## config.mk

```make
export PLATFORM = sky130hd
export DESIGN_NAME = percent_decoder
export DESIGN_NICKNAME = d
export VERILOG_FILES = /design/src/design/pctd_pkg.sv /design/src/design/pctd_front.sv /design/src/design/pctd_queue.sv /design/src/design/pctd_back.sv /design/src/design/percent_decoder.sv
export SDC_FILE = /design/constraint.sdc
export NUM_CORES = 1
export LEC_CHECK = 0
export ABC_CLOCK_PERIOD_IN_PS = 9800
export BUFFER_PORTS_ARGS = -buffer_cell sky130_fd_sc_hd__buf_2
export CORE_MARGIN = 2
export CORE_UTILIZATION = 60
export CTS_CLUSTER_SIZE = 40
export DETAILED_ROUTE_END_ITERATION = 12
export GPL_ROUTABILITY_DRIVEN = 1
export GPL_TIMING_DRIVEN = 0
export PLACE_DENSITY = 0.75
export SLEW_MARGIN = 40
export SYNTH_ARGS = -nofsm -noshare
export SYNTH_HDL_FRONTEND = slang
export SYNTH_HIERARCHICAL = 1
export SYNTH_SLANG_ARGS = --single-unit
```

## constraint.sdc

```tcl
create_clock -name i_clk -period 9.8 [get_ports i_clk]
set_input_delay 0.49 -clock i_clk [delete_from_list [all_inputs] [get_ports i_clk]]
set_output_delay 0.49 -clock i_clk [all_outputs]
set_load 0.005 [all_outputs]
```

## src/design/pctd_pkg.sv

```systemverilog
// pctd_pkg: shared types, character constants and hex helpers for the percent decoder
// no dependencies
`timescale 1ns / 1ps
`default_nettype none

package pctd_pkg;

    localparam int C_MAX_BYTES   = 3;
    localparam int C_QUEUE_DEPTH = 2;
    localparam int C_QPTR_W      = (C_QUEUE_DEPTH > 1) ? $clog2(C_QUEUE_DEPTH) : 1;
    localparam int C_QCNT_W      = $clog2(C_QUEUE_DEPTH + 1);

    localparam logic [7:0] C_CHAR_PERCENT = 8'h25;
    localparam logic [7:0] C_CHAR_PLUS    = 8'h2B;
    localparam logic [7:0] C_CHAR_SPACE   = 8'h20;
    localparam logic [7:0] C_CHAR_ZERO    = 8'h30;
    localparam logic [7:0] C_CHAR_NINE    = 8'h39;
    localparam logic [7:0] C_CHAR_UPPER_A = 8'h41;
    localparam logic [7:0] C_CHAR_UPPER_F = 8'h46;
    localparam logic [3:0] C_LETTER_ADJ   = 4'd9;

    typedef struct packed {
        logic [7:0] in_byte;
        logic       in_last;
    } t_in_word;

    typedef struct packed {
        logic [7:0] out_byte;
        logic       out_last;
    } t_out_word;

    typedef enum logic [1:0] {
        PH_IDLE = 2'd0,
        PH_PCT  = 2'd1,
        PH_HEX  = 2'd2
    } t_phase;

    // up to three decoded bytes produced by one input word
    typedef struct packed {
        logic [C_MAX_BYTES-1:0][7:0] bytes;
        logic [1:0]                  count;
        logic                        last;
    } t_cmd;

    typedef struct packed {
        logic not_empty;
        logic full;
    } t_q_status;

    function automatic logic is_hex(input logic [7:0] c);
        return ((c >= C_CHAR_ZERO) && (c <= C_CHAR_NINE)) ||
               ((c >= C_CHAR_UPPER_A) && (c <= C_CHAR_UPPER_F));
    endfunction

    function automatic logic [3:0] hex_nibble(input logic [7:0] c);
        if (c <= C_CHAR_NINE) begin
            return c[3:0];
        end
        return c[3:0] + C_LETTER_ADJ;
    endfunction

endpackage

`default_nettype wire

```

## src/design/pctd_front.sv

```systemverilog
// pctd_front: escape state machine, turns each input word into a command of 0..3 bytes
// depends on pctd_pkg
`timescale 1ns / 1ps
`default_nettype none

module pctd_front (
    input  wire logic              i_clk,
    input  wire logic              i_rst_n,
    input  wire logic              i_cfg_wr_en,
    input  wire logic              i_cfg_wr_data,
    input  wire pctd_pkg::t_in_word i_in_word,
    input  wire logic              i_accept,
    output pctd_pkg::t_cmd         o_cmd,
    output logic                   o_push
);

    logic             r_plus_to_space;
    pctd_pkg::t_phase r_phase, n_phase, mid_phase;
    logic [7:0]       r_first, n_first, mid_first;

    logic [7:0] cur;
    logic       cur_hex, first_hex, pair_ok;
    logic [7:0] pair_val;
    logic [1:0] cnt;

    assign cur       = (r_plus_to_space && (i_in_word.in_byte == pctd_pkg::C_CHAR_PLUS)) ?
                       pctd_pkg::C_CHAR_SPACE : i_in_word.in_byte;
    assign cur_hex   = pctd_pkg::is_hex(cur);
    assign first_hex = pctd_pkg::is_hex(r_first);
    assign pair_ok   = cur_hex && first_hex &&
                       !((r_first == pctd_pkg::C_CHAR_ZERO) && (cur == pctd_pkg::C_CHAR_ZERO));
    assign pair_val  = {pctd_pkg::hex_nibble(r_first), pctd_pkg::hex_nibble(cur)};

    // next state: mid_* is the state after the byte, before the end-of-string flush
    always_comb begin
        mid_phase = pctd_pkg::PH_IDLE;
        mid_first = r_first;
        case (r_phase)
            pctd_pkg::PH_PCT: begin
                if (cur_hex) begin
                    mid_phase = pctd_pkg::PH_HEX;
                    mid_first = cur;
                end else if (cur == pctd_pkg::C_CHAR_PERCENT) begin
                    mid_phase = pctd_pkg::PH_PCT;
                end
            end
            pctd_pkg::PH_HEX: begin
                mid_first = '0;
                if (pair_ok) begin
                    if (pair_val == pctd_pkg::C_CHAR_PERCENT) begin
                        mid_phase = pctd_pkg::PH_PCT;
                    end
                end else if (cur == pctd_pkg::C_CHAR_PERCENT) begin
                    mid_phase = pctd_pkg::PH_PCT;
                end
            end
            default: begin
                if (cur == pctd_pkg::C_CHAR_PERCENT) begin
                    mid_phase = pctd_pkg::PH_PCT;
                end
            end
        endcase
        n_phase = i_in_word.in_last ? pctd_pkg::PH_IDLE : mid_phase;
        n_first = i_in_word.in_last ? 8'h00 : mid_first;
    end

    // outputs: bytes emitted in order
    always_comb begin
        o_cmd = '0;
        cnt   = '0;
        case (r_phase)
            pctd_pkg::PH_PCT: begin
                if (!cur_hex) begin
                    o_cmd.bytes[cnt] = pctd_pkg::C_CHAR_PERCENT;
                    cnt = cnt + 2'd1;
                    if (cur != pctd_pkg::C_CHAR_PERCENT) begin
                        o_cmd.bytes[cnt] = cur;
                        cnt = cnt + 2'd1;
                    end
                end
            end
            pctd_pkg::PH_HEX: begin
                if (pair_ok) begin
                    if (pair_val != pctd_pkg::C_CHAR_PERCENT) begin
                        o_cmd.bytes[cnt] = pair_val;
                        cnt = cnt + 2'd1;
                    end
                end else begin
                    o_cmd.bytes[cnt] = pctd_pkg::C_CHAR_PERCENT;
                    cnt = cnt + 2'd1;
                    o_cmd.bytes[cnt] = r_first;
                    cnt = cnt + 2'd1;
                    if (cur != pctd_pkg::C_CHAR_PERCENT) begin
                        o_cmd.bytes[cnt] = cur;
                        cnt = cnt + 2'd1;
                    end
                end
            end
            default: begin
                if (cur != pctd_pkg::C_CHAR_PERCENT) begin
                    o_cmd.bytes[cnt] = cur;
                    cnt = cnt + 2'd1;
                end
            end
        endcase
        // end of string: pending escape goes out literally
        if (i_in_word.in_last) begin
            case (mid_phase)
                pctd_pkg::PH_PCT: begin
                    o_cmd.bytes[cnt] = pctd_pkg::C_CHAR_PERCENT;
                    cnt = cnt + 2'd1;
                end
                pctd_pkg::PH_HEX: begin
                    o_cmd.bytes[cnt] = pctd_pkg::C_CHAR_PERCENT;
                    cnt = cnt + 2'd1;
                    o_cmd.bytes[cnt] = mid_first;
                    cnt = cnt + 2'd1;
                end
                default: begin
                end
            endcase
        end
        o_cmd.count = cnt;
        o_cmd.last  = i_in_word.in_last;
        o_push      = i_accept && (cnt != 2'd0);
    end

    always_ff @(posedge i_clk) begin
        if (!i_rst_n) begin
            r_plus_to_space <= 1'b0;
            r_phase         <= pctd_pkg::PH_IDLE;
            r_first         <= '0;
        end else begin
            if (i_cfg_wr_en) begin
                r_plus_to_space <= i_cfg_wr_data;
            end
            if (i_accept) begin
                r_phase <= n_phase;
                r_first <= n_first;
            end
        end
    end

endmodule

`default_nettype wire

```

## src/design/pctd_queue.sv

```systemverilog
// pctd_queue: short register queue of byte commands between front and back
// depends on pctd_pkg
`timescale 1ns / 1ps
`default_nettype none

module pctd_queue (
    input  wire logic           i_clk,
    input  wire logic           i_rst_n,
    input  wire logic           i_push,
    input  wire pctd_pkg::t_cmd i_cmd,
    input  wire logic           i_pop,
    output pctd_pkg::t_cmd      o_head,
    output pctd_pkg::t_q_status o_status
);

    pctd_pkg::t_cmd r_entry [pctd_pkg::C_QUEUE_DEPTH];
    logic [pctd_pkg::C_QPTR_W-1:0] r_wr_ptr, r_rd_ptr;
    logic [pctd_pkg::C_QCNT_W-1:0] r_count, n_count;

    localparam logic [pctd_pkg::C_QCNT_W-1:0] C_FULL_CNT =
        pctd_pkg::C_QCNT_W'(pctd_pkg::C_QUEUE_DEPTH);
    localparam logic [pctd_pkg::C_QCNT_W-1:0] C_ONE_CNT =
        pctd_pkg::C_QCNT_W'(1);
    localparam logic [pctd_pkg::C_QPTR_W-1:0] C_LAST_PTR =
        pctd_pkg::C_QPTR_W'(pctd_pkg::C_QUEUE_DEPTH - 1);
    localparam logic [pctd_pkg::C_QPTR_W-1:0] C_ONE_PTR =
        pctd_pkg::C_QPTR_W'(1);

    assign o_head             = r_entry[r_rd_ptr];
    assign o_status.not_empty = (r_count != '0);
    assign o_status.full      = (r_count == C_FULL_CNT);

    always_comb begin
        n_count = r_count;
        if (i_push && !i_pop) begin
            n_count = r_count + C_ONE_CNT;
        end else if (!i_push && i_pop) begin
            n_count = r_count - C_ONE_CNT;
        end
    end

    always_ff @(posedge i_clk) begin
        if (!i_rst_n) begin
            r_wr_ptr <= '0;
            r_rd_ptr <= '0;
            r_count  <= '0;
        end else begin
            r_count <= n_count;
            if (i_push) begin
                r_wr_ptr <= (r_wr_ptr == C_LAST_PTR) ? '0 : r_wr_ptr + C_ONE_PTR;
            end
            if (i_pop) begin
                r_rd_ptr <= (r_rd_ptr == C_LAST_PTR) ? '0 : r_rd_ptr + C_ONE_PTR;
            end
        end
    end

    always_ff @(posedge i_clk) begin
        if (i_push) begin
            r_entry[r_wr_ptr] <= i_cmd;
        end
    end

endmodule

`default_nettype wire

```

## src/design/pctd_back.sv

```systemverilog
// pctd_back: walks the head command one byte per word on the output channel
// depends on pctd_pkg
`timescale 1ns / 1ps
`default_nettype none

module pctd_back (
    input  wire logic               i_clk,
    input  wire logic               i_rst_n,
    input  wire pctd_pkg::t_cmd     i_head,
    input  wire pctd_pkg::t_q_status i_status,
    input  wire logic               i_out_stall,
    output logic                    o_out_valid,
    output pctd_pkg::t_out_word     o_out_word,
    output logic                    o_pop
);

    logic [1:0] r_idx;
    logic       at_end;

    assign at_end              = (r_idx == (i_head.count - 2'd1));
    assign o_out_valid         = i_status.not_empty;
    assign o_out_word.out_byte = i_head.bytes[r_idx];
    assign o_out_word.out_last = i_head.last && at_end;
    assign o_pop               = o_out_valid && !i_out_stall && at_end;

    always_ff @(posedge i_clk) begin
        if (!i_rst_n) begin
            r_idx <= '0;
        end else if (o_out_valid && !i_out_stall) begin
            r_idx <= at_end ? 2'd0 : r_idx + 2'd1;
        end
    end

endmodule

`default_nettype wire

```

## src/design/percent_decoder.sv

```systemverilog
// percent_decoder: top level of the streaming url percent-escape decoder
// depends on pctd_pkg, pctd_front, pctd_queue, pctd_back
//
// usage
//   input channel: i_in_valid / o_in_stall carry one encoded byte per word, with
//   in_last on the final byte of a string. output channel: o_out_valid / i_out_stall
//   carry one decoded byte per word, out_last on the final decoded byte.
//   a word moves at a clock edge with valid high and stall low.
//   i_cfg_wr_en / i_cfg_wr_data write plus_to_space; write only while the block
//   is idle. it is cleared at reset.
// flow
//   a decoded byte is offered once its command is registered in the queue.
//   one input word per cycle while the queue is not full and one output word per
//   cycle while a command is queued and the output is not stalled; the output
//   side serialises 1 to 3 bytes per input word, one per cycle, so words that
//   expand to 2 or 3 bytes hold the input once the two-entry command queue fills.
//   words that produce nothing (escape still pending) use no queue slot.
// reset and stall
//   synchronous active-low reset empties the queue and returns the escape state
//   to idle. a stalled output holds its word; the front keeps taking input until
//   the queue is full, then raises o_in_stall.
`timescale 1ns / 1ps
`default_nettype none

module percent_decoder (
    input  wire logic                i_clk,
    input  wire logic                i_rst_n,
    input  wire logic                i_cfg_wr_en,
    input  wire logic                i_cfg_wr_data,
    input  wire logic                i_in_valid,
    output logic                     o_in_stall,
    input  wire pctd_pkg::t_in_word  i_in_word,
    output logic                     o_out_valid,
    input  wire logic                i_out_stall,
    output pctd_pkg::t_out_word      o_out_word
);

    pctd_pkg::t_cmd      cmd;
    pctd_pkg::t_cmd      head;
    pctd_pkg::t_q_status q_status;
    logic                in_accept;
    logic                push;
    logic                pop;

    // input waits only on a full queue, never on the output side directly
    assign o_in_stall = q_status.full;
    assign in_accept  = i_in_valid && !q_status.full;

    // escape classification, emits a command per accepted word that yields bytes
    pctd_front u_front (
        .i_clk         (i_clk),
        .i_rst_n       (i_rst_n),
        .i_cfg_wr_en   (i_cfg_wr_en),
        .i_cfg_wr_data (i_cfg_wr_data),
        .i_in_word     (i_in_word),
        .i_accept      (in_accept),
        .o_cmd         (cmd),
        .o_push        (push)
    );

    // decouples the input rate from the byte serialiser
    pctd_queue u_queue (
        .i_clk    (i_clk),
        .i_rst_n  (i_rst_n),
        .i_push   (push),
        .i_cmd    (cmd),
        .i_pop    (pop),
        .o_head   (head),
        .o_status (q_status)
    );

    // one decoded byte per output word
    pctd_back u_back (
        .i_clk       (i_clk),
        .i_rst_n     (i_rst_n),
        .i_head      (head),
        .i_status    (q_status),
        .i_out_stall (i_out_stall),
        .o_out_valid (o_out_valid),
        .o_out_word  (o_out_word),
        .o_pop       (pop)
    );

    // empty commands are never queued
    a_head_nonempty : assert property (@(posedge i_clk) disable iff (!i_rst_n)
        q_status.not_empty |-> (head.count != 2'd0))
        else $error("queued command with no bytes");

    // a string end always yields at least one decoded byte
    a_last_yields : assert property (@(posedge i_clk) disable iff (!i_rst_n)
        (in_accept && i_in_word.in_last) |-> push)
        else $error("last input word produced no output");

    // a pop only happens on an accepted output word
    a_pop_on_accept : assert property (@(posedge i_clk) disable iff (!i_rst_n)
        pop |-> (o_out_valid && !i_out_stall))
        else $error("queue popped without an output word");

    // full queue must be presenting data
    a_full_valid : assert property (@(posedge i_clk) disable iff (!i_rst_n)
        q_status.full |-> o_out_valid)
        else $error("full queue with output idle");

endmodule

`default_nettype wire
```

# Word level (Yosys, flattened, before mapping)
# Memories as Yosys holds them, arrays and structs flattened. A register that Yosys moved wholly into a read port is not among the register bits.
# Index checks and enable logic that the tools add are counted.
dict set report classes {
  addsub 10
  div 0
  muxes 51
  eq_ne 13
  shifts 0
  reduce_logical 27
  n_bitwise 3
  order_cmp 13
  mul 0
}
# op n
set ops {}
lappend ops {{8-bit two-way mux} 10}
lappend ops {{24-bit case mux with 2 select lines} 1}
lappend ops {{8-bit case mux with 2 select lines} 3}
lappend ops {{8-bit by 6-bit equality test with 1-bit output (second input constant)} 5}
lappend ops {{8-bit demux with 2-bit select} 2}
lappend ops {{16-bit two-way mux} 2}
lappend ops {{24-bit bitwise mux} 1}
lappend ops {{24-bit two-way mux} 1}
lappend ops {{2-bit two-way mux} 10}
lappend ops {{1-bit logical AND} 17}
lappend ops {{8-bit binary-select mux with 2-bit select} 1}
lappend ops {{8-bit by 6-bit greater-or-equal comparator with 1-bit output (second input constant)} 2}
lappend ops {{8-bit by 7-bit greater-or-equal comparator with 1-bit output (second input constant)} 2}
lappend ops {{8-bit by 6-bit less-or-equal comparator with 1-bit output (second input constant)} 2}
lappend ops {{8-bit by 7-bit less-or-equal comparator with 1-bit output (second input constant)} 2}
lappend ops {{4-bit two-way mux} 4}
lappend ops {{8-bit by 6-bit inequality test with 1-bit output (second input constant)} 2}
lappend ops {{15-bit AND} 1}
lappend ops {{15-bit inverter} 1}
lappend ops {{1-bit two-way mux} 13}
lappend ops {{2-bit case mux with 2 select lines} 3}
lappend ops {{2-bit by 3-bit less-than comparator with 1-bit output (second input constant)} 3}
lappend ops {{9-bit OR} 1}
lappend ops {{2-bit by 1-bit adder with 2-bit output (second input constant)} 4}
lappend ops {{other kinds (10)} 24}
dict set report word_totals {
  mem_bits_rw 54
  romBits 0
  latch_bits 0
  ff_bits 17
  mem_count 1
}
# name words word_bits read_ports rd_clocked_by_memory_dff write_ports line
set memory_table {}
lappend memory_table {u_queue.r_entry 2 27 1 1 1 pctd_queue.sv:16} ;# pctd_pkg::t_cmd r_entry [pctd_pkg::C_QUEUE_DEPTH];

# Depth between registers and ports, before layout
# Gate-level depths: netlist (run 1).
dict set report logic_depth {
  ltp_word 20
  ltp_mapped 20
}

# By module
# The synthesis (run 1) kept the hierarchy.
# module area_per_inst_um2 seq_area_each_um2 cells_each instances
set modules_own_cells {}
lappend modules_own_cells {pctd_queue 2174.6 1721.7 106 1}
lappend modules_own_cells {pctd_front 2068.2 220.2 277 1}
lappend modules_own_cells {pctd_back 312.8 40.0 44 1}
lappend modules_own_cells {percent_decoder 13.8 0.0 1 1}

# Worst setup path after synthesis (run 1)
# Ideal clock, no wire load.
dict set report synth_path {
  path_kind {input -> register}
  startpoint {in i_in_word[2] in the netlist's numbering}
  endpoint {mem u_queue/r_entry[0][0] in the netlist's numbering, enable pin}
  required_time_ns 9.385
  setup_time_ns 0.415
  setup_slack_ns 4.760
  stages 15
  t_arrival_ns 4.625
  cell_sequence {clkbuf_8 inv_1 ha_1 nand2_1 a2111oi_0 a41oi_1 or4_1 o2bb2ai_2 ha_1 nor2b_1 clkbuf_1 clkbuf_1 o2111ai_1 o311ai_1 nor2b_1}
}
dict set report synth_between {
  elab_chain_cells 18
  elab_cells_between_ends 45
  cone_classes {add/sub: 3; order compare: 4; eq/ne: 8; mux: 20; reduce/logical: 10}
}
# item line
set synth_rtl {}
lappend synth_rtl {{start: declaration} percent_decoder.sv:32} ;# input wire pctd_pkg::t_in_word i_in_word,
lappend synth_rtl {{8-bit by 6-bit equality test with 1-bit output} pctd_front.sv:26} ;# assign cur = (r_plus_to_space && (i_in_word.in_byte == pctd_pkg::C_CHAR_PLUS)) ?
lappend synth_rtl {{1-bit logical AND} pctd_front.sv:26}
lappend synth_rtl {{8-bit two-way mux (*)} pctd_front.sv:26}
lappend synth_rtl {{8-bit by 6-bit less-or-equal comparator with 1-bit output, or another cell as far along} {pctd_pkg.sv:51, pctd_pkg.sv:56}}
lappend synth_rtl {{1-bit two-way mux, or another cell as far along} pctd_pkg.sv:56} ;# if (c <= C_CHAR_NINE) begin
lappend synth_rtl {{4-bit two-way mux or 1-bit logical OR (tied branches)} {pctd_pkg.sv:59, pctd_pkg.sv:51}}
lappend synth_rtl {{8-bit by 6-bit inequality test with 1-bit output or 1-bit logical AND (tied branches)} {pctd_front.sv:84, pctd_front.sv:30}}
lappend synth_rtl {{1-bit two-way mux or 1-bit logical AND (tied branches)} {pctd_front.sv:84, pctd_front.sv:30}}
lappend synth_rtl {{[... 3 more ...]} -}
lappend synth_rtl {{2-bit by 1-bit adder with 2-bit output} pctd_front.sv:117} ;# cnt = cnt + 2'd1;
lappend synth_rtl {{2-bit case mux with 2 select lines} pctd_front.sv:108} ;# case (mid_phase)
lappend synth_rtl {{2-bit two-way mux (*)} pctd_front.sv:107} ;# if (i_in_word.in_last) begin
lappend synth_rtl {{2-bit nonzero test (*)} pctd_front.sv:125} ;# o_push = i_accept && (cnt != 2'd0);
lappend synth_rtl {{1-bit logical AND (*)} pctd_front.sv:125}
lappend synth_rtl {{net push} percent_decoder.sv:42} ;# logic push;
lappend synth_rtl {{1-bit two-way mux (*)} pctd_queue.sv:59} ;# if (i_push) begin
lappend synth_rtl {{1-bit two-way mux (implied by the code) (*)} pctd_queue.sv:60} ;# r_entry[r_wr_ptr] <= i_cmd;
lappend synth_rtl {{end: declaration} pctd_queue.sv:16}
# Mark *: on every way through the listed nets, which the timed path passes. The rest lies on a longest branch. The select of a mux whose other input is x is not followed.

# Worst setup path after layout (run 1)
dict set report layout_path {
  startpoint {reg u_front.r_first[0]}
  endpoint {reg u_queue/r_count[1] in the netlist's numbering}
}
dict set report layout_between {
  elab_chain_cells 16
  elab_cells_between_ends 37
  cone_classes {add/sub: 3; order compare: 4; eq/ne: 5; mux: 12; reduce/logical: 13}
}
# item line
set layout_rtl {}
lappend layout_rtl {{start: declaration} pctd_front.sv:19} ;# logic [7:0] r_first, n_first, mid_first;
lappend layout_rtl {{start signal: assignment} pctd_front.sv:139} ;# r_first <= n_first;
lappend layout_rtl {{8-bit by 6-bit less-or-equal comparator with 1-bit output, or another cell as far along} {pctd_pkg.sv:51, pctd_pkg.sv:56}}
lappend layout_rtl {{1-bit two-way mux, or another cell as far along} pctd_pkg.sv:56}
lappend layout_rtl {{4-bit two-way mux or 1-bit logical OR (tied branches)} {pctd_pkg.sv:59, pctd_pkg.sv:51}}
lappend layout_rtl {{8-bit by 6-bit inequality test with 1-bit output or 1-bit logical AND (tied branches)} {pctd_front.sv:84, pctd_front.sv:30}}
lappend layout_rtl {{1-bit two-way mux or 1-bit logical AND (tied branches)} {pctd_front.sv:84, pctd_front.sv:30}}
lappend layout_rtl {{2-bit two-way mux} pctd_front.sv:83} ;# if (pair_ok) begin
lappend layout_rtl {{2-bit case mux with 2 select lines} pctd_front.sv:71} ;# case (r_phase)
lappend layout_rtl {{2-bit by 1-bit adder with 2-bit output} {pctd_front.sv:111, pctd_front.sv:115}}
lappend layout_rtl {{2-bit by 1-bit adder with 2-bit output} pctd_front.sv:117}
lappend layout_rtl {{2-bit case mux with 2 select lines} pctd_front.sv:108}
lappend layout_rtl {{2-bit two-way mux (*)} pctd_front.sv:107}
lappend layout_rtl {{2-bit nonzero test (*)} pctd_front.sv:125}
lappend layout_rtl {{1-bit logical AND (*)} pctd_front.sv:125}
lappend layout_rtl {{net push} percent_decoder.sv:42}
lappend layout_rtl {{1-bit zero test} pctd_queue.sv:37} ;# end else if (!i_push && i_pop) begin
lappend layout_rtl {{1-bit logical AND} pctd_queue.sv:37}
lappend layout_rtl {{2-bit nonzero test (no source line)} -}
lappend layout_rtl {{end signal: assignment} pctd_queue.sv:48} ;# r_count <= n_count;
lappend layout_rtl {{end: declaration} pctd_queue.sv:18} ;# logic [pctd_pkg::C_QCNT_W-1:0] r_count, n_count;
# Marks and branches as above.
# A chain may end at the register's enable or synchronous reset.

==> qor.csv, run 1 <==
stage,metric,value,unit
layout,diodes,0,
layout,final_util,69.1,%
worst_setup_path,cp-start-kind,flop,
worst_setup_path,rrSetupSlack,4.79,ns
layout,drive_above_1_share,23.8,%
detailed_routing,drc,0,
die,die_y,91.3,um
cts,clockBufferDepth,2,
sta,setup_viol,0,
worst_setup_path,r2r-end,u_queue/r_count[1],
die,fp.dieArea,8330,sq um
worst_setup_path,cp_max_fo,10,
detailed_routing,dr.first_iter.drc_count,309,
logic_synthesis,async_flop_share,0,%
logic_synthesis,avgSynthCellArea,10.7,sq um
pwr,power_density,166,nW/um^2
outcome,status,"complete, no violations",
global_route,track_usage,26.5,%
min_path,hold_depth,3,
global_route,globalRouteOverflowTotal,0,
worst_setup_path,r2r_cells,17,
die,core-area,7330,sq um
sta,slew_viol_final,0,
cts,clkLatencyLatePin,0.34,ns
detailed_routing,drtPass1Iterations,5,
global_route,grt_pass1_wl,17.4,mm
die,start_util,62.3,%
min_path,hp-class,input pin to flop,
worst_setup_path,worstPathArrival,5.30,ns
place,port_buffers,21,
cts,cts_sinks,72,
place,dp_hpwl,7.90,mm
job,cap_violations,0,
sta,slew-limit-headroom,55.9,%
cts,htreeDepth,3,
logic_synthesis,yosysSeqAreaShare,43.4,%
worst_setup_path,crit_type,flop to flop,
die,rows,31,
worst_setup_path,cp-end-kind,flop,
min_path,min_from,i_cfg_wr_data,
logic_synthesis,synthesis.instances,428,
sta,fin_crit,5.01,ns
layout,area_growth,10.9,%
logic_synthesis,synth_top_cell_area_share,35.5,%
die,io_pins,26,
sta,tns,0,ns
sta,finalHoldViolCount,0,
cts,path_clk_slew,0.08,ns
layout,stdcell_area,5070,sq um
detailed_routing,routed_wl,10.7,mm
detailed_routing,ant_nets,0,
layout,nNetsFinal,491,
min_path,min_to,u_front/r_plus_to_space,
cts,cts_root_buffer,clkbuf_8,
logic_synthesis,yosys-top-cells-area,"edfxtp_1 (35%), dfxtp_1 (7.9%), mux2_2 (6.7%)",
global_route,grt_pass1_vias,3300,
logic_synthesis,yosys_warnings,6,
layout,n_fill_cell,570,
sta,worstMarginPinSlew,0.651,ns
pwr,p_leak,1.75,nW
global_route,grt_max_degree,28,
cts,hold_buffers,0,
place,gp_congestion,0.934,
logic_synthesis,synth-seq-cells,72,
logic_synthesis,synth_fp_nets,458,
cts,cts_resized,0,
sta,fin_skew,0.00992,ns
logic_synthesis,synth_edf_count,54,
cts,cts_tree,done,
detailed_routing,via_per_inst,6.27,
cts,cts_inserted_buffers,9,
pwr,peakVddDrop,113,uV
cts,post-cts-setup-buffers,0,
layout,multi_input_area,2350,sq um
worst_setup_path,timing.rr.start,u_front/r_first[0],
sta,rsz0062_at_grt,false,
sta,max_freq,0.199,GHz
logic_synthesis,synthFlopType,edfxtp_1,
detailed_routing,wire_per_inst,19.0,um
sta,min_period_over_period,51.2,%
layout,seq_area,1980,sq um
detailed_routing,dr_total_vias,3545,
logic_synthesis,synth_area,4570,sq um
worst_setup_path,worstPathRequired,10.08,ns
global_route,grt_antenna_before_repair,0,
logic_synthesis,netlist.top_cell.by_area,edfxtp_1,
place,postPlaceCellArea,4850,sq um
logic_synthesis,synth.distinct_cells,83,
die,die_w,91.3,um
## critical path: stages, from the launching register on
cell	delay (ns)
dfxtp_1	0.53
inv_1	0.14
ha_1	0.27
o21bai_1	0.24
a21o_1	0.18
a31oi_1	0.16
or4_1	0.62
o2bb2ai_2	0.22
ha_1	0.26
nor2b_1	0.10
clkbuf_1	0.33
clkbuf_1	0.41
nand4_1	0.24
o211ai_2	0.14
o311ai_1	0.23
ha_1	0.40
or3_1	0.35
a21boi_1	0.14
## cell usage in the layout, fill, tap and decap left out, types with 5 or more instances in the layout
cell type  instances
o21ai_0           16
nor2_1            13
a2bb2oi_1          9
o31ai_1            6
buf_6              5
a31oi_1            5
a21oi_1           10
a22o_1             6
mux2i_1           11
edfxtp_1          54
o21ai_1            6
o2111ai_1          5
dfxtp_1           18
buf_2             23
mux2_2            27
and3_1             5
inv_1             19
o2bb2ai_1          6
nor2b_1           16
nand2_1           36
clkbuf_1          12
o22ai_1           13
a22oi_1           11
nand3_1            7
clkbuf_8          11
ha_1              15
## flip-flops by register name (all words and copies together), names as in the netlist, named ones only
name	flops
u_queue/r_wr_ptr	1
u_front/r_first	8
u_queue/r_count	2
u_front/r_phase	2
u_queue/r_rd_ptr	1
u_back/r_idx	2
u_queue/r_entry	54
u_front/r_plus_to_space	1
## power breakdown
group	internal [mW]	switching, mW	total [mW]
Clock	0.145	0.114	0.259
Sequential	0.366	0.0112	0.377
Combinational	0.103	0.101	0.204
Total	0.613	0.226	0.839
## worst max-delay path by stage
| stage | start | to | slack (ns) |
|---|---|---|---|
| 2_1_floorplan | i_in_word[2] | u_queue/r_entry[0][0] | 4.76 |
| 3_3_place_gp | i_in_word[2] | u_queue/r_entry[0][18] | 3.52 |
| 3_5_place_dp | i_in_word[2] | u_queue/r_count[1] | 4.78 |
| 4_1_cts | u_front/r_first[0] | u_queue/r_count[1] | 4.85 |
| 5_1_grt | u_front/r_first[0] | u_queue/r_count[1] | 4.45 |
| 6_report | u_front/r_first[0] | u_queue/r_count[1] | 4.79 |
## cells in the mapped netlist (6+ instances only)
cell,instances
a21oi_1,10
a22o_1,6
a22oi_1,11
a2bb2oi_1,9
clkbuf_1,11
dfxtp_1,18
edfxtp_1,54
ha_1,15
inv_1,19
mux2_2,27
mux2i_1,11
nand2_1,36
nand3_1,7
nor2_1,13
nor2b_1,17
o21ai_0,16
o21ai_1,6
o22ai_1,13
o2bb2ai_1,6
o31ai_1,7
## area by class of cell
cell class	instances	area share [%]
clock inverter	6	1.83
tap	99	2.45
buffer	26	3.51
sequential	72	39.1
inverter	21	1.56
timing repair buffer	22	2.62
clock buffer	10	2.52
multi-input combinational	309	46.4
## cell families after synthesis
logic type,count (synthesis),synth area share (%)
multiplexers,38,9.06
XOR/XNOR,7,1.34
AO/OA/AOI/OAI,126,20.5
AND/OR/NAND/NOR,123,16.0
buffers and inverters,47,5.61
adder cells (fa/ha/maj),15,4.11
flip-flops,72,43.4
## metal layers
metal / up-vias / part of all wire, % / global-route usage [%]
li1: 1696 / - / -
met1: 1681 / 45 / 37.0
met2: 146 / 47 / 41.9
met3: 22 / 6.8 / 5.15
met4: 0 / 1.9 / 8.08
met5: - / 0 / 0
## metrics by stage
stage / power [mW] / instances / setup slack, ns / hold slack, ns
3_3_place_gp: 0.575 / 548 / 3.52 / 0.474
6_report: 0.839 / 565 / 4.79 / 0.411
2_1_floorplan: 0.526 / 428 / 4.76 / 0.461
3_5_place_dp: 0.588 / 549 / 4.78 / 0.495
4_1_cts: 0.846 / 565 / 4.85 / 0.388
5_1_grt: 0.877 / 565 / 4.45 / 0.410
Power figures use the tool's default switching activity.
==> run 2, diff against run 1 <==
--- a/config.mk
+++ b/config.mk
@@ -5,7 +5,8 @@
 export SDC_FILE = /design/constraint.sdc
 export NUM_CORES = 1
 export LEC_CHECK = 0
-export ABC_CLOCK_PERIOD_IN_PS = 9800
+export ABC_AREA = 1
+export ABC_CLOCK_PERIOD_IN_PS = 5000
 export BUFFER_PORTS_ARGS = -buffer_cell sky130_fd_sc_hd__buf_2
 export CORE_MARGIN = 2
 export CORE_UTILIZATION = 60
@@ -13,7 +14,7 @@
 export DETAILED_ROUTE_END_ITERATION = 12
 export GPL_ROUTABILITY_DRIVEN = 1
 export GPL_TIMING_DRIVEN = 0
-export PLACE_DENSITY = 0.75
+export PLACE_DENSITY = 0.74
 export SLEW_MARGIN = 40
 export SYNTH_ARGS = -nofsm -noshare
 export SYNTH_HDL_FRONTEND = slang
==> constraint.sdc (replaced) <==
create_clock -name i_clk -period 5 [get_ports i_clk]
set_input_delay 0.25 -clock i_clk [delete_from_list [all_inputs] [get_ports i_clk]]
set_output_delay 0.25 -clock i_clk [all_outputs]
set_load 0.005 [all_outputs]
==> run 2 against run 1 <==
Net effect:
- setup slack got worse by 4.5 ns
- final cell count grew 21%
- die area up 4.3%
- flip-flop and latch count unchanged
- via count increased by 7.4%
- area after synthesis grew 4.5%
- clock skew up 0.00077 ns
- total power is 82% higher
- clock power grew 61%
- critical path depth rose by 10
- largest power group unchanged
==> qor.csv, run 2 <==
stage,metric,value,unit,change
die,fp.dieArea,8690,sq um,+4.3%
detailed_routing,drtPass1Iterations,5,,unchanged
sta,fin_crit,4.67,ns,-0.343 ns
logic_synthesis,synth_edf_count,54,,unchanged
layout,area_growth,10.7,%,
pwr,p_leak,2.17,nW,+24%
die,die_y,93.2,um,+2.1%
job,cap_violations,0,,unchanged
pwr,pwr-share-seq,47.4,%,+2.5 points
logic_synthesis,synth_top_cell_area_share,34.0,%,-1.5 points
cts,cts_sinks,72,,unchanged
logic_synthesis,yosysSeqAreaShare,41.5,%,-1.9 points
sta,finalHoldViolCount,0,,unchanged
layout,final_common_cell,nand2_1,,
cts,hold_buffers,0,,unchanged
detailed_routing,routed_wl,11.2,mm,+4.1%
logic_synthesis,synthesis.instances,538,,+26%
worst_setup_path,worstPathArrival,4.69,ns,-0.61 ns
logic_synthesis,netlist.top_cell.by_area,edfxtp_1,,
min_path,hold_depth,2,,-1
global_route,grt_pass1_wl,17.9,mm,+3.3%
global_route,globalRouteOverflowTotal,0,,unchanged
logic_synthesis,yosys_warnings,6,,unchanged
detailed_routing,ant_nets,0,,unchanged
global_route,grt_max_degree,28,,unchanged
sta,setup_viol,0,,unchanged
detailed_routing,via_per_inst,5.56,,-11%
die,core-area,7730,sq um,+5.4%
layout,diodes,0,,unchanged
cts,clkLatencyLatePin,0.34,ns,about the same
pwr,p_sw_share,29.7,%,+2.8 points
die,io_pins,26,,unchanged
cts,htreeDepth,3,,unchanged
detailed_routing,dr.first_iter.drc_count,335,,+8.4%
place,dp_slack,-0.239,ns,-5.02 ns
logic_synthesis,synth_area,4780,sq um,+4.5%
worst_setup_path,worstPathRequired,5.02,ns,-5.06 ns
detailed_routing,wire_per_inst,16.3,um,-14%
detailed_routing,dr_total_vias,3806,,+7.4%
die,die_w,93.2,um,+2.1%
layout,n_fill_cell,633,,+11%
logic_synthesis,async_flop_share,0,%,unchanged
global_route,track_usage,26.8,%,+0.30 points
logic_synthesis,synth.distinct_cells,44,,-47%
place,postPlaceCellArea,5040,sq um,+3.9%
place,dp.cells,665,,+21%
layout,largest_register,u_queue/r_entry,,
cts,clockBufferDepth,2,,unchanged
layout,nNetsFinal,607,,+24%
pwr,power_switching,455,uW,+100%
place,port_buffers,25,,+19%
logic_synthesis,yosys-top-cells-area,"edfxtp_1 (34%), nand2_1 (9.4%), dfxtp_1 (7.5%)",,
layout,final_cell_mix,"nand2_1 (120), inv_1 (62), edfxtp_1 (54)",,
logic_synthesis,synth-seq-cells,72,,unchanged
die,start_util,61.8,%,-0.53 points
sta,min_period_over_period,93.4,%,+42 points
sta,slew-limit-headroom,64.5,%,+8.6 points
global_route,grt_antenna_before_repair,0,,unchanged
place,gp_congestion,0.978,,+4.6%
outcome,status,"complete, no violations",,
sta,rsz0062_at_grt,false,,
place,dp_hpwl,8.41,mm,+6.5%
logic_synthesis,yosysMostFrequentCell,nand2_1,,
sta,fin_skew,0.0107,ns,+0.000771 ns
pwr,power_density,289,nW/um^2,+75%
logic_synthesis,ys_top_cells_by_count,"nand2_1 (120), inv_1 (63), edfxtp_1 (54), nand3_1 (42), nor2_1 (31)",,
logic_synthesis,synthFlopType,edfxtp_1,,
pwr,p_clk_share,27.3,%,-3.5 points
layout,stdcell_area,5290,sq um,+4.4%
layout,fin_cells,684,,+21%
worst_setup_path,r2r_cells,27,,+10
worst_setup_path,crit_type,flop to flop,,
global_route,grt_pass1_vias,3651,,+11%
min_path,hp-class,input pin to flop,,
worst_setup_path,cp_max_fo,27,,+17
layout,top_regs,"u_queue/r_entry: 54 flops, u_front/r_first: 8 flops",,
cts,cts_tree,done,,
logic_synthesis,synth_fp_nets,568,,+24%
cts,cts_root_buffer,clkbuf_8,,
pwr,peakVddDrop,164,uV,+45%
cts,cts_inserted_buffers,9,,unchanged
sta,fin_ws,0.328,ns,-4.46 ns
worst_setup_path,cp-start-kind,flop,,
sta,slew_viol_final,0,,unchanged
layout,largest_reg_flops,54,,unchanged
worst_setup_path,cp-end-kind,flop,,
sta,max_freq,0.214,GHz,+7.3%
sta,worstMarginPinSlew,0.530,ns,-0.121 ns
pwr,p_comb_share,25.4,%,+1.1 points
pwr,p_int,1.08,mW,+75%
logic_synthesis,avgSynthCellArea,8.88,sq um,-17%
cts,path_clk_slew,0.08,ns,about the same
layout,drive_above_1_share,25.9,%,+2.1 points
die,rows,32,,+3.2%
detailed_routing,drc,0,,unchanged
pwr,total_power,1.53,mW,+82%
-- run 2: path summary, 6_finish.rpt --
path                        endpoint          startpoint  slack [ns]
max           u_queue/r_entry[1][15]  u_front/r_first[0]        0.33
min reg2reg       u_front/r_phase[1]  u_front/r_phase[1]        0.50
max reg2reg   u_queue/r_entry[1][15]  u_front/r_first[0]        0.33
min          u_front/r_plus_to_space         i_cfg_wr_en         0.1
-- run 2: timing repair --
action / 4_1_cts / 5_1_grt
pin swaps: 1 / 2
gates cloned: 1 / 0
buffers inserted: 0 / 2
resized for setup: 3 / 4
endpoints found under the setup margin: 54 / 54
-- run 2: cell type report --
| class | count | area, sq um | area share, % |
|---|---|---|---|
| plain buffers | 10 | 104 | 1.96 |
| clock buffers | 10 | 138 | 2.60 |
| clock inverters | 6 | 43.8 | 0.828 |
| inverters | 82 | 320 | 6.06 |
| multi-input cells | 375 | 2410 | 45.5 |
| flip-flops and latches | 72 | 1980 | 37.5 |
| well taps | 102 | 128 | 2.41 |
| repair buffers | 27 | 165 | 3.12 |
-- run 2: logic make-up (layout without fill, tap and decap cells) --
| logic type | count (synthesis) | after routing | share of synthesized area (%) |
|---|---|---|---|
| AOI/OAI and AO/OA | 83 | 83 | 11.3 |
| xor gates and xnor gates | 1 | 1 | 0.183 |
| adders and majority gates | 15 | 15 | 3.93 |
| buffers and inverters | 92 | 135 | 8.78 |
| DFF | 72 | 72 | 41.5 |
| muxes | 27 | 27 | 7.94 |
| and+or+nand+nor | 248 | 249 | 26.4 |
-- run 2: power groups by stage --
stage	clock, mW	sequential (mW)	combinational (mW)
global placement	0	0.735	0.357
global route	0.447	0.729	0.424
floorplan	0	0.733	0.272
detailed placement	0	0.738	0.366
finish	0.417	0.725	0.388
CTS	0.423	0.726	0.373
-- run 2: through the flow --
| stage | hold slack (ns) | util (%) | setup TNS (ns) |
|---|---|---|---|
| 3_3_place_gp | 0.437 | 65.1 | -29.77 |
| 2_1_floorplan | 0.343 | - | 0 |
| 4_1_cts | 0.0931 | 67.8 | 0 |
| 5_1_grt | 0.106 | 68.4 | 0 |
| 6_report | 0.0990 | 68.4 | 0 |
| 3_5_place_dp | 0.449 | 65.2 | -8.47 |
-- run 2: per-layer routing --
metal | routed length (um) | share of wire (%) | GRT usage, % | vias to the layer above
met2 | 5500 | 49 | 46.6 | 103
met4 | 174 | 1.6 | 7.23 | 0
li1 | - | - | - | 1903
met5 | 0 | 0 | 0 | -
met1 | 4990 | 45 | 35.1 | 1788
met3 | 497 | 4.5 | 3.95 | 12
-- run 2: worst max-delay path, cell delays in order, from the launching register on --
cell      delay [ns]
dfxtp_1         0.47
inv_1           0.15
ha_1            0.24
o21ai_0         0.17
nand2_1         0.14
nand2_1         0.16
nand2_1         0.07
nand2_1         0.10
nand2_1         0.06
nor2_1          0.13
nand3_2         0.09
nor2_2          0.10
nand2_2         0.09
nand2_2         0.07
nand2_2         0.07
o21ai_2         0.19
ha_1            0.27
nor2_2          0.33
nand3_1         0.31
inv_1           0.23
a211oi_1        0.07
nand2_1         0.12
clkinv_1        0.09
nand3_2         0.07
nand2_1         0.05
inv_1           0.10
nand2_1         0.14
inv_6           0.25
==> run 3, diff against run 2 <==
--- a/config.mk
+++ b/config.mk
@@ -14,9 +14,8 @@
 export DETAILED_ROUTE_END_ITERATION = 12
 export GPL_ROUTABILITY_DRIVEN = 1
 export GPL_TIMING_DRIVEN = 0
-export PLACE_DENSITY = 0.74
+export PLACE_DENSITY = 0.75
 export SLEW_MARGIN = 40
 export SYNTH_ARGS = -nofsm -noshare
 export SYNTH_HDL_FRONTEND = slang
-export SYNTH_HIERARCHICAL = 1
 export SYNTH_SLANG_ARGS = --single-unit
==> run 3 against run 2 <==
Net effect:
- clock power grew 21%
- flip-flop and latch count did not move
- routed wire length fell by 0.97%
- maximum frequency grew 6.9%
- die area fell by 8.4%
- critical path depth up 2
- setup slack improved by 0.30 ns
- clock-buffer cell count unchanged
- clock skew up 0.0044 ns
- non-clock buffer count unchanged
- core utilization fell by 0.40 points
- via count grew 1.7%
==> qor.csv, run 3 <==
stage,metric,value,unit,change
worst_setup_path,cp-start-kind,flop,,
logic_synthesis,yosys-top-cells-area,"edfxtp_1 (37%), nand2_1 (11%), dfxtp_1 (8.3%)",,
worst_setup_path,crit_buf_inv,4,,-1
worst_setup_path,timing.rr.start,u_front.r_first[1],,
global_route,grt_max_degree,28,,unchanged
sta,max_freq,0.229,GHz,+6.9%
sta,finalHoldViolCount,0,,unchanged
global_route,globalRouteOverflowTotal,0,,unchanged
detailed_routing,drtPass1Iterations,6,,+1
logic_synthesis,synth.distinct_cells,40,,-9.1%
place,port_buffers,25,,unchanged
logic_synthesis,synth_top_cell_area_share,37.2,%,+3.2 points
die,core-area,7140,sq um,-7.6%
worst_setup_path,rrSetupSlack,0.63,ns,+0.30 ns
sta,tns,0,ns,unchanged
min_path,hold_depth,2,,unchanged
cts,clkLatencyLatePin,0.34,ns,about the same
job,cap_violations,0,,unchanged
detailed_routing,ant_nets,0,,unchanged
layout,area_growth,11.4,%,
detailed_routing,dr_total_vias,3870,,+1.7%
place,dp_slack,0.453,ns,+0.692 ns
worst_setup_path,r2r_cells,29,,+7.4%
worst_setup_path,cp_top_family,simple AND/OR/NAND/NOR gates,,
detailed_routing,routed_wl,11.1,mm,-0.97%
min_path,hp-class,input pin to flop,,
sta,setup_viol,0,,unchanged
logic_synthesis,synthFlopType,edfxtp_1,,
worst_setup_path,r2r-end,u_queue.r_count[1],,
cts,hold_buffers,0,,unchanged
layout,largest_reg_flops,54,,unchanged
global_route,grt_pass1_wl,17.3,mm,-3.3%
place,dp_hpwl,8.32,mm,-1.1%
layout,drive_above_1_share,14.4,%,-12 points
place,gp_congestion,0.954,,-2.4%
logic_synthesis,yosysSeqAreaShare,45.5,%,+4.0 points
die,start_util,61.1,%,-0.72 points
die,io_pins,26,,unchanged
layout,nNetsFinal,611,,+0.66%
layout,top_regs,"u_queue.r_entry: 54 flops, u_front.r_first: 8 flops",,
layout,largest_register,u_queue.r_entry,,
sta,rsz0062_at_grt,false,,
logic_synthesis,synthesis.instances,542,,+0.74%
layout,final_cell_mix,"nand2_1 (128), nor2_1 (63), inv_1 (60)",,
logic_synthesis,netlist.top_cell.by_area,edfxtp_1,,
logic_synthesis,async_flop_share,0,%,unchanged
sta,slew_viol_final,0,,unchanged
sta,min_period_over_period,87.4,%,-6.0 points
worst_setup_path,worstPathRequired,5.24,ns,+0.22 ns
worst_setup_path,cp-end-kind,flop,,
min_path,min_from,i_cfg_wr_en,,
worst_setup_path,worstPathArrival,4.61,ns,-0.08 ns
cts,cts_tree,done,,
die,fp.dieArea,7960,sq um,-8.4%
sta,fin_skew,0.0151,ns,+0.00436 ns
logic_synthesis,synth_edf_count,54,,unchanged
die,rows,31,,-3.1%
logic_synthesis,yosys_warnings,0,,-6
logic_synthesis,yosysMostFrequentCell,nand2_1,,
cts,path_clk_slew,0.08,ns,about the same
outcome,status,"complete, no violations",,
cts,cts_inserted_buffers,9,,unchanged
cts,cts_root_buffer,clkbuf_8,,
sta,fin_crit,4.37,ns,-0.301 ns
worst_setup_path,worst_path_most_repeated_cell,nand2_1,,
cts,htreeDepth,3,,unchanged
sta,fin_ws,0.628,ns,+0.301 ns
cts,post-cts-setup-buffers,0,,unchanged
layout,diodes,0,,unchanged
worst_setup_path,slowest_delay,0.41,ns,-0.06 ns
sta,worst_hold_slack,0.0829,ns,-0.0161 ns
worst_setup_path,crit_type,flop to flop,,
die,die_y,89.2,um,-4.3%
detailed_routing,drc,0,,unchanged
logic_synthesis,ys_top_cells_by_count,"nand2_1 (128), nor2_1 (65), inv_1 (61), edfxtp_1 (54), o21ai_0 (39)",,
layout,final_util,68.0,%,-0.40 points
cts,clockBufferDepth,2,,unchanged
pwr,p_leak,1.98,nW,-8.8%
pwr,peakVddDrop,220,uV,+34%
global_route,grt_antenna_before_repair,0,,unchanged
sta,worstMarginPinSlew,0.647,ns,+0.118 ns
detailed_routing,wire_per_inst,16.2,um,-0.82%
logic_synthesis,synth_fp_nets,574,,+1.1%
logic_synthesis,avgSynthCellArea,8.04,sq um,-9.4%
sta,slew-limit-headroom,56.7,%,-7.8 points
detailed_routing,dr.first_iter.drc_count,359,,+7.2%
global_route,grt_pass1_vias,3496,,-4.2%
logic_synthesis,synth-seq-cells,72,,unchanged
cts,cts_sinks,72,,unchanged
detailed_routing,via_per_inst,5.67,,+1.8%
layout,final_common_cell,nand2_1,,
min_path,min_to,u_front.r_plus_to_space,,
worst_setup_path,cp_max_fo,8,,-70%
worst_setup_path,cp_slowest_cell,dfxtp_1,,
global_route,track_usage,29.4,%,+2.6 points
die,die_w,89.2,um,-4.3%
logic_synthesis,synth_area,4360,sq um,-8.7%
pwr,power_density,333,nW/um^2,+15%
-- run 3: changes by cell type in the layout (fill, tap and decap cells not counted), moves of 6 or more --
cell / delta
mux2_4: -20
o32ai_1: +8
o21ai_1: -8
a21oi_1: +9
o22ai_1: +7
nand3_1: -19
clkbuf_1: +6
mux2_2: -7
o21ai_0: +24
nand2_1: +8
nor2_1: +34
inv_2: -7
-- run 3: kinds of logic (layout without fill, tap and decap cells) --
kind of cell / count (synthesis) / after routing / synth area share, %
multiplexers: 1 / 1 / 0.230
XOR/XNOR: 4 / 4 / 0.804
AND/OR/NAND/NOR: 250 / 250 / 25.3
buffers and inverters: 81 / 123 / 7.06
adder cells (fa/ha/maj): 17 / 17 / 4.88
AO/OA/AOI/OAI: 117 / 117 / 16.2
flip-flops: 72 / 72 / 45.5
-- run 3: timing repair --
item	in CTS	in global routing
endpoints found under the hold margin	0	0
setup endpoints to repair	0	1
gates resized for setup	0	2
-- run 3: cell type report --
| type | instances | area (sq um) |
|---|---|---|
| fill | 637 | 2280 |
| multi-input combinational | 389 | 2080 |
| sequential | 72 | 1980 |
| inverter | 70 | 265 |
| timing repair buffer | 26 | 140 |
| clock buffer | 10 | 138 |
| tap | 99 | 124 |
| clock inverter | 6 | 82.6 |
| buffer | 11 | 42.5 |
-- run 3: per-stage QoR --
stage / std cells / instance area (sq um) / power [mW]
detailed placement: 667 / 4630 / 1.13
floorplan: 542 / 4360 / 0.983
global placement: 666 / 4610 / 1.11
global route: 683 / 4850 / 1.70
CTS: 683 / 4850 / 1.62
finish: 683 / 4850 / 1.62
-- run 3: how the worst max path moves through the flow --
stage | cells after the start | startpoint | slack [ns] | to
6_report | 29 | u_front.r_first[1] | 0.63 | u_queue.r_count[1]
3_5_place_dp | 29 | u_front.r_first[0] | 0.45 | u_queue.r_count[1]
4_1_cts | 29 | u_front.r_first[0] | 0.43 | u_queue.r_count[1]
3_3_place_gp | 23 | u_front.r_first[0] | -0.61 | u_queue.r_entry[0][22]
2_1_floorplan | 23 | u_front.r_first[0] | 0.60 | u_queue.r_entry[0][0]
5_1_grt | 29 | u_front.r_first[1] | 0.1 | u_queue.r_count[1]
-- run 3: metal layers --
layer	vias up	wire length, um	track usage (%)
met1	1808	4760	37.8
li1	1918	-	-
met4	0	144	9.77
met5	-	0	0
met2	130	5480	49.8
met3	14	668	5.91
-- run 3: power by group --
group	switching [mW]	internal, mW	total [mW]
registers	0.0213	0.718	0.739
logic	0.250	0.125	0.376
clock network	0.212	0.292	0.504
